==> src/hw/rtl/mfbc_pkg.sv <==
package mfbc_pkg;

    localparam int ROUND_COUNT_DEF = 16;
    localparam int KEY_W           = 8;
    localparam int NIB_W           = 4;
    localparam int RKEY_W          = 6;
    localparam int SCHED_LEN       = 16;

    // data carried from one round cell to the next
    typedef struct packed {
        logic             op;
        logic [NIB_W-1:0] l;
        logic [NIB_W-1:0] r;
    } mfbc_stage_t;

    typedef logic [RKEY_W-1:0] mfbc_rkey_t;

    // des s-box 1, row by column
    localparam logic [3:0] SBOX1 [4][16] = '{
        '{4'd14, 4'd4,  4'd13, 4'd1,  4'd2,  4'd15, 4'd11, 4'd8,
          4'd3,  4'd10, 4'd6,  4'd12, 4'd5,  4'd9,  4'd0,  4'd7},
        '{4'd0,  4'd15, 4'd7,  4'd4,  4'd14, 4'd2,  4'd13, 4'd1,
          4'd10, 4'd6,  4'd12, 4'd11, 4'd9,  4'd5,  4'd3,  4'd8},
        '{4'd4,  4'd1,  4'd14, 4'd8,  4'd13, 4'd6,  4'd2,  4'd11,
          4'd15, 4'd12, 4'd9,  4'd7,  4'd3,  4'd10, 4'd5,  4'd0},
        '{4'd15, 4'd12, 4'd8,  4'd2,  4'd4,  4'd9,  4'd1,  4'd7,
          4'd5,  4'd11, 4'd3,  4'd14, 4'd10, 4'd0,  4'd6,  4'd13}
    };

    // accumulated nibble rotation per round, modulo four
    localparam logic [1:0] CUM_ROT [SCHED_LEN] = '{
        2'd1, 2'd2, 2'd0, 2'd2, 2'd0, 2'd2, 2'd0, 2'd2,
        2'd3, 2'd1, 2'd3, 2'd1, 2'd3, 2'd1, 2'd3, 2'd0
    };

    function automatic logic [NIB_W-1:0] rotl4(input logic [NIB_W-1:0] v,
                                               input logic [1:0] amt);
        logic [2*NIB_W-1:0] dbl;
        dbl = {v, v} << amt;
        return dbl[2*NIB_W-1:NIB_W];
    endfunction

    // round key for schedule position idx
    function automatic mfbc_rkey_t round_key(input logic [KEY_W-1:0] key,
                                             input logic [3:0] idx);
        logic [KEY_W-1:0]  k1;
        logic [NIB_W-1:0]  c;
        logic [NIB_W-1:0]  d;
        logic [RKEY_W-1:0] v;
        mfbc_rkey_t        res;
        k1 = {key[KEY_W-2:0], key[KEY_W-1]};
        c  = rotl4(k1[KEY_W-1:NIB_W], CUM_ROT[idx]);
        d  = rotl4(k1[NIB_W-1:0], CUM_ROT[idx]);
        v  = {c[2:0], d[2:0]};
        for (int i = 0; i < RKEY_W; i++) begin
            res[RKEY_W-1-i] = v[i];
        end
        return res;
    endfunction

    // feistel round function
    function automatic logic [NIB_W-1:0] round_f(input logic [NIB_W-1:0] r,
                                                 input mfbc_rkey_t k);
        logic [RKEY_W-1:0] x;
        logic [3:0]        s;
        x = {r[0], r[3], r[2], r[1], r[0], r[2]} ^ k;
        s = SBOX1[{x[5], x[0]}][x[4:1]];
        return rotl4(s, 2'd1);
    endfunction

endpackage

==> src/hw/rtl/mfbc_key_sched.sv <==
module mfbc_key_sched
    import mfbc_pkg::*;
#(
    parameter int ROUND_COUNT = ROUND_COUNT_DEF
) (
    input  logic             aclk,
    input  logic             aresetn,
    input  logic             cfg_wr_en,
    input  logic [KEY_W-1:0] cfg_wr_data,
    output mfbc_rkey_t       key_enc [ROUND_COUNT],
    output mfbc_rkey_t       key_dec [ROUND_COUNT]
);

    logic [KEY_W-1:0] cipher_key_reg;
    logic [KEY_W-1:0] cipher_key_next;

    // key register write
    always_comb begin
        cipher_key_next = cfg_wr_en ? cfg_wr_data : cipher_key_reg;
    end

    always_ff @(posedge aclk) begin
        if (!aresetn) begin
            cipher_key_reg <= '0;
        end else begin
            cipher_key_reg <= cipher_key_next;
        end
    end

    // per round keys for both directions
    for (genvar i = 0; i < ROUND_COUNT; i++) begin : g_keys
        localparam logic [3:0] ENC_IDX = 4'(i);
        localparam logic [3:0] DEC_IDX = 4'(ROUND_COUNT - 1 - i);
        assign key_enc[i] = round_key(cipher_key_reg, ENC_IDX);
        assign key_dec[i] = round_key(cipher_key_reg, DEC_IDX);
    end

endmodule

==> src/hw/rtl/mfbc_round_cell.sv <==
module mfbc_round_cell
    import mfbc_pkg::*;
(
    input  logic        aclk,
    input  logic        aresetn,
    input  logic        in_valid,
    output logic        in_ready,
    input  mfbc_stage_t in_data,
    input  mfbc_rkey_t  key_enc,
    input  mfbc_rkey_t  key_dec,
    output logic        out_valid,
    input  logic        out_ready,
    output mfbc_stage_t out_data
);

    logic        valid_reg;
    logic        valid_next;
    mfbc_stage_t data_reg;
    mfbc_stage_t data_next;
    mfbc_rkey_t  rkey;
    logic        load;

    // cell loads when empty or when its transaction moves on
    assign in_ready = !valid_reg || out_ready;
    assign load     = in_valid && in_ready;
    assign rkey     = in_data.op ? key_dec : key_enc;

    // one feistel round
    always_comb begin
        valid_next = valid_reg;
        data_next  = data_reg;
        if (in_ready) begin
            valid_next = in_valid;
        end
        if (load) begin
            data_next.op = in_data.op;
            data_next.l  = in_data.r;
            data_next.r  = in_data.l ^ round_f(in_data.r, rkey);
        end
    end

    always_ff @(posedge aclk) begin
        if (!aresetn) begin
            valid_reg <= 1'b0;
        end else begin
            valid_reg <= valid_next;
        end
    end

    always_ff @(posedge aclk) begin
        data_reg <= data_next;
    end

    assign out_valid = valid_reg;
    assign out_data  = data_reg;

`ifndef NO_ASSERTIONS
    a_stall_hold: assert property (@(posedge aclk) disable iff (!aresetn)
        valid_reg && !out_ready |=> valid_reg && $stable(data_reg))
        else $error("stalled round cell lost or changed its transaction");
    a_load_fills: assert property (@(posedge aclk) disable iff (!aresetn)
        in_valid && in_ready |=> valid_reg)
        else $error("accepted transaction missing from round cell");
    a_ready_full: assert property (@(posedge aclk) disable iff (!aresetn)
        !in_ready |-> valid_reg && !out_ready)
        else $error("round cell refused input while able to move");
`endif

endmodule

==> src/hw/rtl/mini_feistel_byte_cipher_top.sv <==
// each round cell registers one round on the way from input transaction to result
// throughput: one block per cycle while the result is taken; each cell frees as soon as its neighbor takes its data
// a stalled result holds the last cell and each full cell behind it; earlier cells keep filling bubbles
// reset (aresetn low, synchronous) empties every cell and sets the key to zero
// key writes reach all cells at once through the combinational round key schedule
module mini_feistel_byte_cipher_top
    import mfbc_pkg::*;
#(
    parameter int ROUND_COUNT = ROUND_COUNT_DEF
) (
    input  logic             aclk,
    input  logic             aresetn,
    input  logic             cfg_wr_en,
    input  logic [KEY_W-1:0] cfg_wr_data,
    input  logic             s_valid,
    output logic             s_ready,
    input  logic             s_op,
    input  logic [7:0]       s_block_in,
    output logic             m_valid,
    input  logic             m_ready,
    output logic [7:0]       m_block_out
);

    mfbc_rkey_t  key_enc [ROUND_COUNT];
    mfbc_rkey_t  key_dec [ROUND_COUNT];
    logic        valid_c [ROUND_COUNT+1];
    logic        ready_c [ROUND_COUNT+1];
    mfbc_stage_t data_c  [ROUND_COUNT+1];

    mfbc_key_sched #(
        .ROUND_COUNT (ROUND_COUNT)
    ) u_key_sched (
        .aclk        (aclk),
        .aresetn     (aresetn),
        .cfg_wr_en   (cfg_wr_en),
        .cfg_wr_data (cfg_wr_data),
        .key_enc     (key_enc),
        .key_dec     (key_dec)
    );

    // input split into halves
    assign valid_c[0]   = s_valid;
    assign s_ready      = ready_c[0];
    assign data_c[0].op = s_op;
    assign data_c[0].l  = s_block_in[7:4];
    assign data_c[0].r  = s_block_in[3:0];

    // chain of round cells
    for (genvar i = 0; i < ROUND_COUNT; i++) begin : g_cell
        mfbc_round_cell u_cell (
            .aclk      (aclk),
            .aresetn   (aresetn),
            .in_valid  (valid_c[i]),
            .in_ready  (ready_c[i]),
            .in_data   (data_c[i]),
            .key_enc   (key_enc[i]),
            .key_dec   (key_dec[i]),
            .out_valid (valid_c[i+1]),
            .out_ready (ready_c[i+1]),
            .out_data  (data_c[i+1])
        );
    end

    // result with final halves swapped
    assign ready_c[ROUND_COUNT] = m_ready;
    assign m_valid              = valid_c[ROUND_COUNT];
    assign m_block_out          = {data_c[ROUND_COUNT].r, data_c[ROUND_COUNT].l};

endmodule

==> config.mk <==
export PLATFORM = sky130hd
export DESIGN_NAME = mini_feistel_byte_cipher_top
export DESIGN_NICKNAME = d
export VERILOG_FILES = /design/src/hw/rtl/mfbc_pkg.sv /design/src/hw/rtl/mfbc_key_sched.sv /design/src/hw/rtl/mfbc_round_cell.sv /design/src/hw/rtl/mini_feistel_byte_cipher_top.sv
export SDC_FILE = /design/constraint.sdc
export NUM_CORES = 1
export LEC_CHECK = 0
export ABC_CLOCK_PERIOD_IN_PS = 10000
export BUFFER_PORTS_ARGS = -buffer_cell sky130_fd_sc_hd__buf_2
export CORE_MARGIN = 10
export CORE_UTILIZATION = 30
export CTS_BUF_LIST = sky130_fd_sc_hd__clkbuf_4 sky130_fd_sc_hd__clkbuf_8 sky130_fd_sc_hd__clkbuf_16
export DETAILED_ROUTE_END_ITERATION = 8
export PLACE_DENSITY = 0.47
export SLEW_MARGIN = 5
export SYNTH_ARGS = -nofsm -noshare
export SYNTH_HDL_FRONTEND = slang
export SYNTH_HIERARCHICAL = 1
export SYNTH_SLANG_ARGS = --single-unit
export TNS_END_PERCENT = 100
==> constraint.sdc <==
create_clock -name aclk -period 10 [get_ports aclk]
set_input_delay 1 -clock aclk [delete_from_list [all_inputs] [get_ports aclk]]
set_output_delay 1 -clock aclk [all_outputs]
set_load 0.005 [all_outputs]
==> results of run 1 <==
==> critical path, stage by stage <==
cell	delay (ns)
buf_2	0.09
nand2b_1	0.15
nand2b_1	0.23
nand2b_1	0.21
nand2b_1	0.18
nand2b_1	0.18
nand2b_1	0.19
nand2b_1	0.19
nand2b_1	0.18
nand2b_1	0.17
nand2b_1	0.17
nand2b_1	0.17
nand2b_1	0.18
nand2b_1	0.19
nand2b_1	0.19
nand2b_1	0.17
nand2b_1	0.17
buf_2	0.16
==> metrics by stage <==
step	area [um2]	setup slack [ns]	hold slack [ns]	utilization (%)
3_5_place_dp	24600	4.86	0.462	29.5
5_1_grt	25200	4.49	0.494	30.2
4_1_cts	25200	4.80	0.466	30.2
3_3_place_gp	24600	4.76	0.455	29.5
2_1_floorplan	25200	5.61	0.444	-
6_report	25200	4.80	0.470	30.2
==> cells in the final DEF (no fill, tap or decap), drive strengths merged, types with 63 or more instances in the layout <==
master	count
edfxtp	143
ha	128
o21ai	82
inv	115
mux2i	212
o2111ai	75
a21oi	205
xor2	128
nand2	325
xnor2	113
nand2b	196
mux2	75
a211oi	80
o211ai	63
buf	63
==> where the power goes <==
group	switching (W)	internal [W]
registers	0.0000615	0.000794
logic	0.000818	0.000514
clock network	0.000309	0.000376
==> metal layers <==
| metal | track usage, % | routed length, um |
|---|---|---|
| met4 | 3.28 | 1030 |
| met2 | 23.4 | 33400 |
| met3 | 1.77 | 2980 |
| met1 | 19.5 | 32400 |
| met5 | 0 | 12 |
==> worst max path at each step <==
stage | from | end | slack [ns]
final | m_ready | s_ready | 4.80
after CTS | m_ready | s_ready | 4.80
after floorplan | m_ready | s_ready | 5.61
after global placement | m_ready | s_ready | 4.76
after global routing | m_ready | s_ready | 4.49
after detailed placement | m_ready | s_ready | 4.86
==> layout make-up <==
| cell class | count | area (um2) |
|---|---|---|
| flip-flops and latches | 167 | 4790 |
| clock buffers | 18 | 433 |
| clock inverters | 14 | 165 |
| multi-input cells | 2203 | 17600 |
| repair buffers | 63 | 395 |
| inverters | 110 | 450 |
| fillers | 8649 | 58300 |
| well taps | 1080 | 1350 |
==> run metrics, run 1 <==
via count 20500; RePlAce Congestion 0.854; core area 83600 um2; Mapped Cells 2806; Ys Warns 6; Tcrit/Tclk final 52.0%; Slew @ Worst Pin 1.20 ns; global-route wire length before repair 112 mm; total grt overflow 0; Antenna Cells 0; row count 106; area overhead of the layout relative to synthesis -0.0842%; Setup violations, final 0; min cycle time layout 5.20 ns; total power per unit cell area 114 nW/um2; max-cap violations 0; Critical R2R Launch u_key_sched/cipher_key_reg[2]; Tot Pwr 0.00287 W; Worst Setup Start Kind primary input; unrepaired setup endpoints after global routing false; hold crit path type reg -> reg; R2R cell count 11; Port Buffers 31; CTS Sinks 167; Slew Viols, Final 0; largest net degree at the start of global routing 59; total CTS buffers 17; Max-slew headroom 19.6%; syn avg cell area 8.99 um2; first drt pass iteration count 6; dpl hpwl 48.7 mm; Worst Path Max Fanout 3; Initial DRC Count 2134; Reg2Reg Setup Slack 5.89 ns; setup TNS after final layout 0 ns; Total Routed Length 69.8 mm; worst clock skew 0.0133 ns; CTS H-tree depth 4; DR WL/cell 19.1 um; Starting Density 30.2%; placed cell count 3623; vias in the first global route 19300; die area 96100 um2; die height 310 um; worst-skew pair later-pin latency 0.48 ns; Peak Freq 192 MHz; share of layout cells above drive strength 1 13.2%; worst hold endpoint g_cell[2].u_cell/out_valid; Routed Antenna Nets 0; Worst EP required 9.00 ns; Remaining DRCs 0; clock buffer depth 2; FF-to-FF End g_cell[15].u_cell/out_data[0]; Final Hold Vio Count 0; Ports 32; fin cells 3655; CP endpoint kind output pin; Hold Buf Count CTS 0; peak supply drop 120 uV; GRT Total Usage 14.2%; initial antenna violation count 1; Die X 310 um; Hold Crit Depth 2; post_cts resized 0; post-CTS setup buffer count 0; Synth Net Count 2956; Worst Path Arrival 4.20 ns; status completed; leak pwr 8.61 nW; Setup CP Type in -> out; synthesized area 25200 um2; CTS tree yes; Worst Min Path Start g_cell[1].u_cell/out_valid; Root Buffer clkbuf_16; Worst-path clk slew 0.07 ns; max reg flops 143; Nets 2712; Vias/cell 5.61
(Power assumes the default switching activity.)
==> run 2: changes to the inputs <==
- ABC_AREA: not set -> 1
- ABC_CLOCK_PERIOD_IN_PS: 10000 -> 5300
- clock period: 10 -> 5.3 ns (I/O delays scaled with it)
==> run 2 against run 1 <==
  * Routed wire length shrank 9.1%
  * Largest power group unchanged
  * Clock power increased by 87%
  * Synthesized cell count is 25% higher
  * Area after synthesis is 11% lower
  * Clock-buffer cell count fell by 1
  * Setup slack got worse by 3.2 ns
  * Flip-flop and latch count unchanged
  * Register-to-register slack worse by 3.9 ns
  * Critical path depth increased by 14
  * First-iteration DRC count down 10%
==> run metrics, run 2 <==
Peak Freq 273 MHz; max reg flops 143 (unchanged); area overhead of the layout relative to synthesis -0.173% (was -0.0842%); Worst Path Arrival 3.13 ns (was 4.20 ns); Nets 3471 (was 2712); post-CTS setup buffer count 0 (unchanged); Hold Buf Count CTS 0 (unchanged); slowest stage delay, CP 0.34 ns (was 0.23 ns); status completed (unchanged); Hold Crit Depth 1 (was 2); worst-skew pair later-pin latency 0.47 ns (was 0.48 ns); max-cap violations 0 (unchanged); Initial DRC Count 1917 (was 2134); largest net degree at the start of global routing 41 (was 59); core area 74300 um2 (was 83600 um2); most common cell after layout, fill and taps aside nand3_1 (was nand2_1); synthesized area 22500 um2 (was 25200 um2); peak supply drop 215 uV (was 120 uV); CTS Sinks 167 (unchanged); Max-slew headroom 30.0% (was 19.6%); global-route wire length before repair 103 mm (was 112 mm); row count 100 (was 106); vias in the first global route 19400 (was 19300); CTS tree yes (unchanged); Total Routed Length 63.5 mm (was 69.8 mm); die area 86300 um2 (was 96100 um2); Antenna Cells 0 (unchanged); GRT Total Usage 14.3% (was 14.2%); hold crit path type in -> reg (was reg -> reg); dpl hpwl 47.4 mm (was 48.7 mm); most used cell, CP nand2_1 (was nand2b_1); total power per unit cell area 199 nW/um2 (was 114 nW/um2); syn avg cell area 6.40 um2 (was 8.99 um2); initial antenna violation count 0 (was 1); Fin Hold WS 0.309 ns (was 0.470 ns); Worst EP required 4.77 ns (was 9.00 ns); Port Buffers 31 (unchanged); DR WL/cell 14.8 um (was 19.1 um); Die X 294 um (was 310 um); CTS H-tree depth 4 (unchanged); R2R cell count 31 (was 11); leak pwr 11.3 nW (was 8.61 nW); Tcrit/Tclk final 69.1%; Remaining DRCs 0 (unchanged); total grt overflow 0 (unchanged); Slew @ Worst Pin 1.05 ns (was 1.20 ns); Ys Warns 6 (unchanged); clock buffer depth 2 (unchanged); commonest non-fill, non-tap cells in the layout 1168 x nand3_1, 1038 x nand2_1, 392 x inv_1 (was 324 x nand2_1, 205 x a21oi_1, 196 x nand2b_1); Worst Path Max Fanout 3 (unchanged); CP max-delay cell dfxtp_1 (was nand2b_1); Routed Antenna Nets 0 (unchanged); Starting Density 30.3% (was 30.2%); total CTS buffers 17 (unchanged); Worst Setup Start Kind flip-flop (was primary input); Mapped Cells 3514 (was 2806); first drt pass iteration count 6 (unchanged); Ports 32 (unchanged); die height 294 um (was 310 um); RePlAce Congestion 0.896 (was 0.854); Root Buffer clkbuf_16 (unchanged); Slew Viols, Final 0 (unchanged); worst clock skew 0.0136 ns (was 0.0133 ns); CP endpoint kind output pin (unchanged); Setup violations, final 0 (unchanged); Synth Net Count 3664 (was 2956); min cycle time layout 3.66 ns; Vias/cell 5.01 (was 5.61); Final Hold Vio Count 0 (unchanged); share of layout cells above drive strength 1 11.1% (was 13.2%); via count 21600 (was 20500); unrepaired setup endpoints after global routing false (unchanged); Setup CP Type reg -> out (was in -> out); setup TNS after final layout 0 ns (unchanged); Worst-path clk slew 0.08 ns (was 0.07 ns); post_cts resized 0 (unchanged)
run 2: layout make-up:
class,count,area [um2]
clock inverter,15,181
fill,8268,51900
clock buffer,17,425
timing repair buffer,39,215
inverter,424,1710
tap,969,1210
sequential,167,4780
multi-input combinational,2672,13900
run 2: layer usage:
metal	track usage [%]	share of wire (%)	wire, um
met3	1.64	4.1	2610
met4	2.94	1.6	996
met2	23.2	46	29100
met1	20.0	49	30800
met5	0	0	0
run 2: worst paths after layout:
check                                                   start                             to  slack [ns]
worst max-delay path              g_cell[15].u_cell/out_valid                        s_ready        1.64
worst min-delay path                            s_block_in[3]   g_cell[0].u_cell/out_data[7]        0.31
worst max register to register    g_cell[15].u_cell/out_valid   g_cell[0].u_cell/out_data[5]        1.96
worst min register to register  u_key_sched/cipher_key_reg[3]  u_key_sched/cipher_key_reg[3]        0.47
run 2: stage by stage:
step	utilization, %	cells	area, um2	worst slack (ns)	power [W]
after floorplan	-	3514	22500	2.34	0.00297
after global placement	29.4	4271	21800	1.62	0.00323
after detailed placement	29.4	4271	21800	1.58	0.00319
after CTS	30.2	4303	22400	1.57	0.00448
after global routing	30.2	4303	22400	1.13	0.00479
final	30.2	4303	22400	1.64	0.00446
run 2: power breakdown:
| group | total [W] | internal (W) | leakage [nW] | switching [W] |
|---|---|---|---|---|
| Clock | 0.00128 | 0.000640 | 0.296 | 0.000637 |
| Sequential | 0.00153 | 0.00147 | 1.50 | 0.0000669 |
| Combinational | 0.00165 | 0.000528 | 9.50 | 0.00112 |
| Total | 0.00446 | 0.00263 | 11.3 | 0.00183 |
run 2: worst max-delay path: cells and delay by family, from the launching register on:
family | cells | cell delay, ns
buf+inv | 16 | 1.25
flops | 1 | 0.34
simple gates | 16 | 1.08
==> run 3: changes to the inputs <==
- ABC_CLOCK_PERIOD_IN_PS: 5300 -> 3300
- PLACE_DENSITY: 0.47 -> 0.48
- clock period: 5.3 -> 3.3 ns (I/O delays scaled with it)
==> run 3 against run 2 <==
  * Clock-buffer cell count increased by 2
  * Sequential share of layout area shrank 0.44 points
  * Utilization is 0.65 points higher
  * Combinational power grew 64%
  * Routed wire length up 0.15%
  * Design area increased by 2.2%
  * Power grew 62%
  * Sequential power increased by 59%
  * Register-to-register slack got worse by 1.7 ns
  * Worst hold slack got worse by 0.20 ns
  * Clock power grew 63%
  * Largest cell class unchanged
  * Largest power group unchanged
==> run metrics, run 3 (synthesis results as in run 2) <==
via count 21600 (about the same); Slew Viols, Final 0 (unchanged); CP endpoint kind flip-flop (was output pin); min cycle time layout 3.08 ns; NetSw 0.00284 W (was 0.00183 W); Pint 0.00440 W (was 0.00263 W); Met1 Routed Length 30.9 mm (was 30.8 mm); Starting Density 30.3% (unchanged); dpl hpwl 48.0 mm (was 47.4 mm); total grt overflow 0 (unchanged); first drt pass iteration count 8 (was 6); max reg flops 143 (unchanged); DR WL/cell 14.7 um (was 14.8 um); CTS H-tree depth 4 (unchanged); Vias/cell 4.97 (was 5.01); total CTS buffers 17 (unchanged); Initial DRC Count 1789 (was 1917); status completed (unchanged); Ports 32 (unchanged); most common cell after layout, fill and taps aside nand3_1 (unchanged); initial antenna violation count 0 (unchanged); Reg2Reg Setup Slack 0.22 ns (was 1.96 ns); Setup CP Type reg -> reg (was reg -> out); Total Routed Length 63.6 mm (was 63.5 mm); Placed Area 22100 um2 (was 21800 um2); Post-Layout Inst Area 22900 um2 (was 22400 um2); Tot Pwr 0.00725 W (was 0.00446 W); Routed Antenna Nets 0 (unchanged); slowest stage delay, CP 0.32 ns (was 0.34 ns); peak supply drop 208 uV (was 215 uV); share of layout cells above drive strength 1 13.0% (was 11.1%); largest net degree at the start of global routing 41 (unchanged); switch share 39.2% (was 40.9%); unrepaired setup endpoints after global routing false (unchanged); die height 294 um (unchanged); CTS Sinks 167 (unchanged); Die X 294 um (unchanged); Comb pwr share 37.5% (was 37.0%); vias in the first global route 19800 (was 19400); RePlAce Congestion 0.873 (was 0.896); DR top layer met4 (unchanged); global-route wire length before repair 104 mm (was 103 mm); Worst Path Arrival 3.25 ns (was 3.13 ns); leak pwr 11.6 nW (was 11.3 nW); sequential share of power 33.6% (was 34.4%); clock share of power 28.9% (was 28.6%); Worst EP required 3.47 ns (was 4.77 ns); Nets 3508 (was 3471); total power per unit cell area 316 nW/um2 (was 199 nW/um2); Worst-path clk slew 0.07 ns (was 0.08 ns); clock buffer depth 2 (unchanged); wire length on met3 2.99 mm (was 2.61 mm); Root Buffer clkbuf_16 (unchanged); CP max-delay cell dfxtp_2 (was dfxtp_1); Antenna Cells 0 (unchanged); met2 wire length 28.7 mm (was 29.1 mm); worst-skew pair later-pin latency 0.46 ns (was 0.47 ns); CTS tree yes (unchanged); core area 74300 um2 (unchanged); Peak Freq 325 MHz; hold crit path type in -> reg (unchanged); commonest non-fill, non-tap cells in the layout 1168 x nand3_1, 1022 x nand2_1, 377 x inv_1 (was 1168 x nand3_1, 1038 x nand2_1, 392 x inv_1); Setup violations, final 0 (unchanged); Worst Path Max Fanout 5 (was 3); Tcrit/Tclk final 93.2%; area overhead of the layout relative to synthesis 1.98% (was -0.173%); Final Hold Vio Count 0 (unchanged); Max-slew headroom 33.4% (was 30.0%); Port Buffers 31 (unchanged); Slew @ Worst Pin 0.999 ns (was 1.05 ns); worst clock skew 0.0148 ns (was 0.0136 ns); most used cell, CP buf_4 (was nand2_1); die area 86300 um2 (unchanged); GRT Total Usage 14.4% (was 14.3%); row count 100 (unchanged); Hold Buf Count CTS 0 (unchanged); Worst Setup Start Kind flip-flop (unchanged); max-cap violations 0 (unchanged); Remaining DRCs 0 (unchanged)
## run 3: layout make-up
cell class	count	area, um2
tap	969	1210
timing repair buffer	76	632
clock inverter	13	164
fill	8246	51400
inverter	424	1710
clock buffer	19	447
multi-input combinational	2672	14000
sequential	167	4790
## run 3: per-layer routing
metal / vias up / GRT usage (%)
met2: 584 / 23.0
met1: 9793 / 20.3
met5: - / 0
met4: 0 / 3.35
li1: 11100 / -
met3: 63 / 1.89
## run 3: power groups by stage
| stage | combinational [W] | clock [W] | sequential [W] |
|---|---|---|---|
| detailed placement | 0.00268 | 0 | 0.00249 |
| finish | 0.00271 | 0.00209 | 0.00244 |
| global route | 0.00308 | 0.00225 | 0.00245 |
| floorplan | 0.00231 | 0 | 0.00246 |
| global placement | 0.00273 | 0 | 0.00249 |
| CTS | 0.00269 | 0.00216 | 0.00244 |
## run 3: what timing repair did
item,4_1_cts,5_1_grt
pin swaps,0,2
setup endpoints to repair,1,20
buffers inserted,15,0
gates resized for setup,14,27
gates cloned,0,1
## run 3: per-stage QoR
| step | cells | util [%] | setup slack (ns) | TNS, ns | hold slack (ns) |
|---|---|---|---|---|---|
| detailed placement | 4293 | 29.8 | -0.0800 | -0.718 | 0.481 |
| CTS | 4340 | 30.8 | 0.00972 | 0 | 0.0672 |
| global route | 4340 | 30.9 | 0.00743 | 0 | 0.0745 |
| finish | 4340 | 30.9 | 0.225 | 0 | 0.104 |
| floorplan | 3514 | - | 0.543 | 0 | 0.429 |
| global placement | 4293 | 29.8 | -0.130 | -1.17 | 0.480 |
## run 3: path summary, 6_finish.rpt
path,cells past startpoint,from,end
worst min-delay path,1,s_block_in[3],g_cell[0].u_cell/out_data[7]
worst min register to register,2,g_cell[15].u_cell/out_valid,g_cell[15].u_cell/out_valid
worst max register to register,28,g_cell[15].u_cell/out_valid,g_cell[8].u_cell/out_data[4]
worst max-delay path,28,g_cell[15].u_cell/out_valid,g_cell[8].u_cell/out_data[4]
## run 3: critical path: cells and delay by family, from the launching register on
kind	cells	cell delay, ns
buffers and inverters	20	1.90
AND/OR/NAND/NOR	7	0.43
flip-flops	1	0.32
AO/OA/AOI/OAI	1	0.17
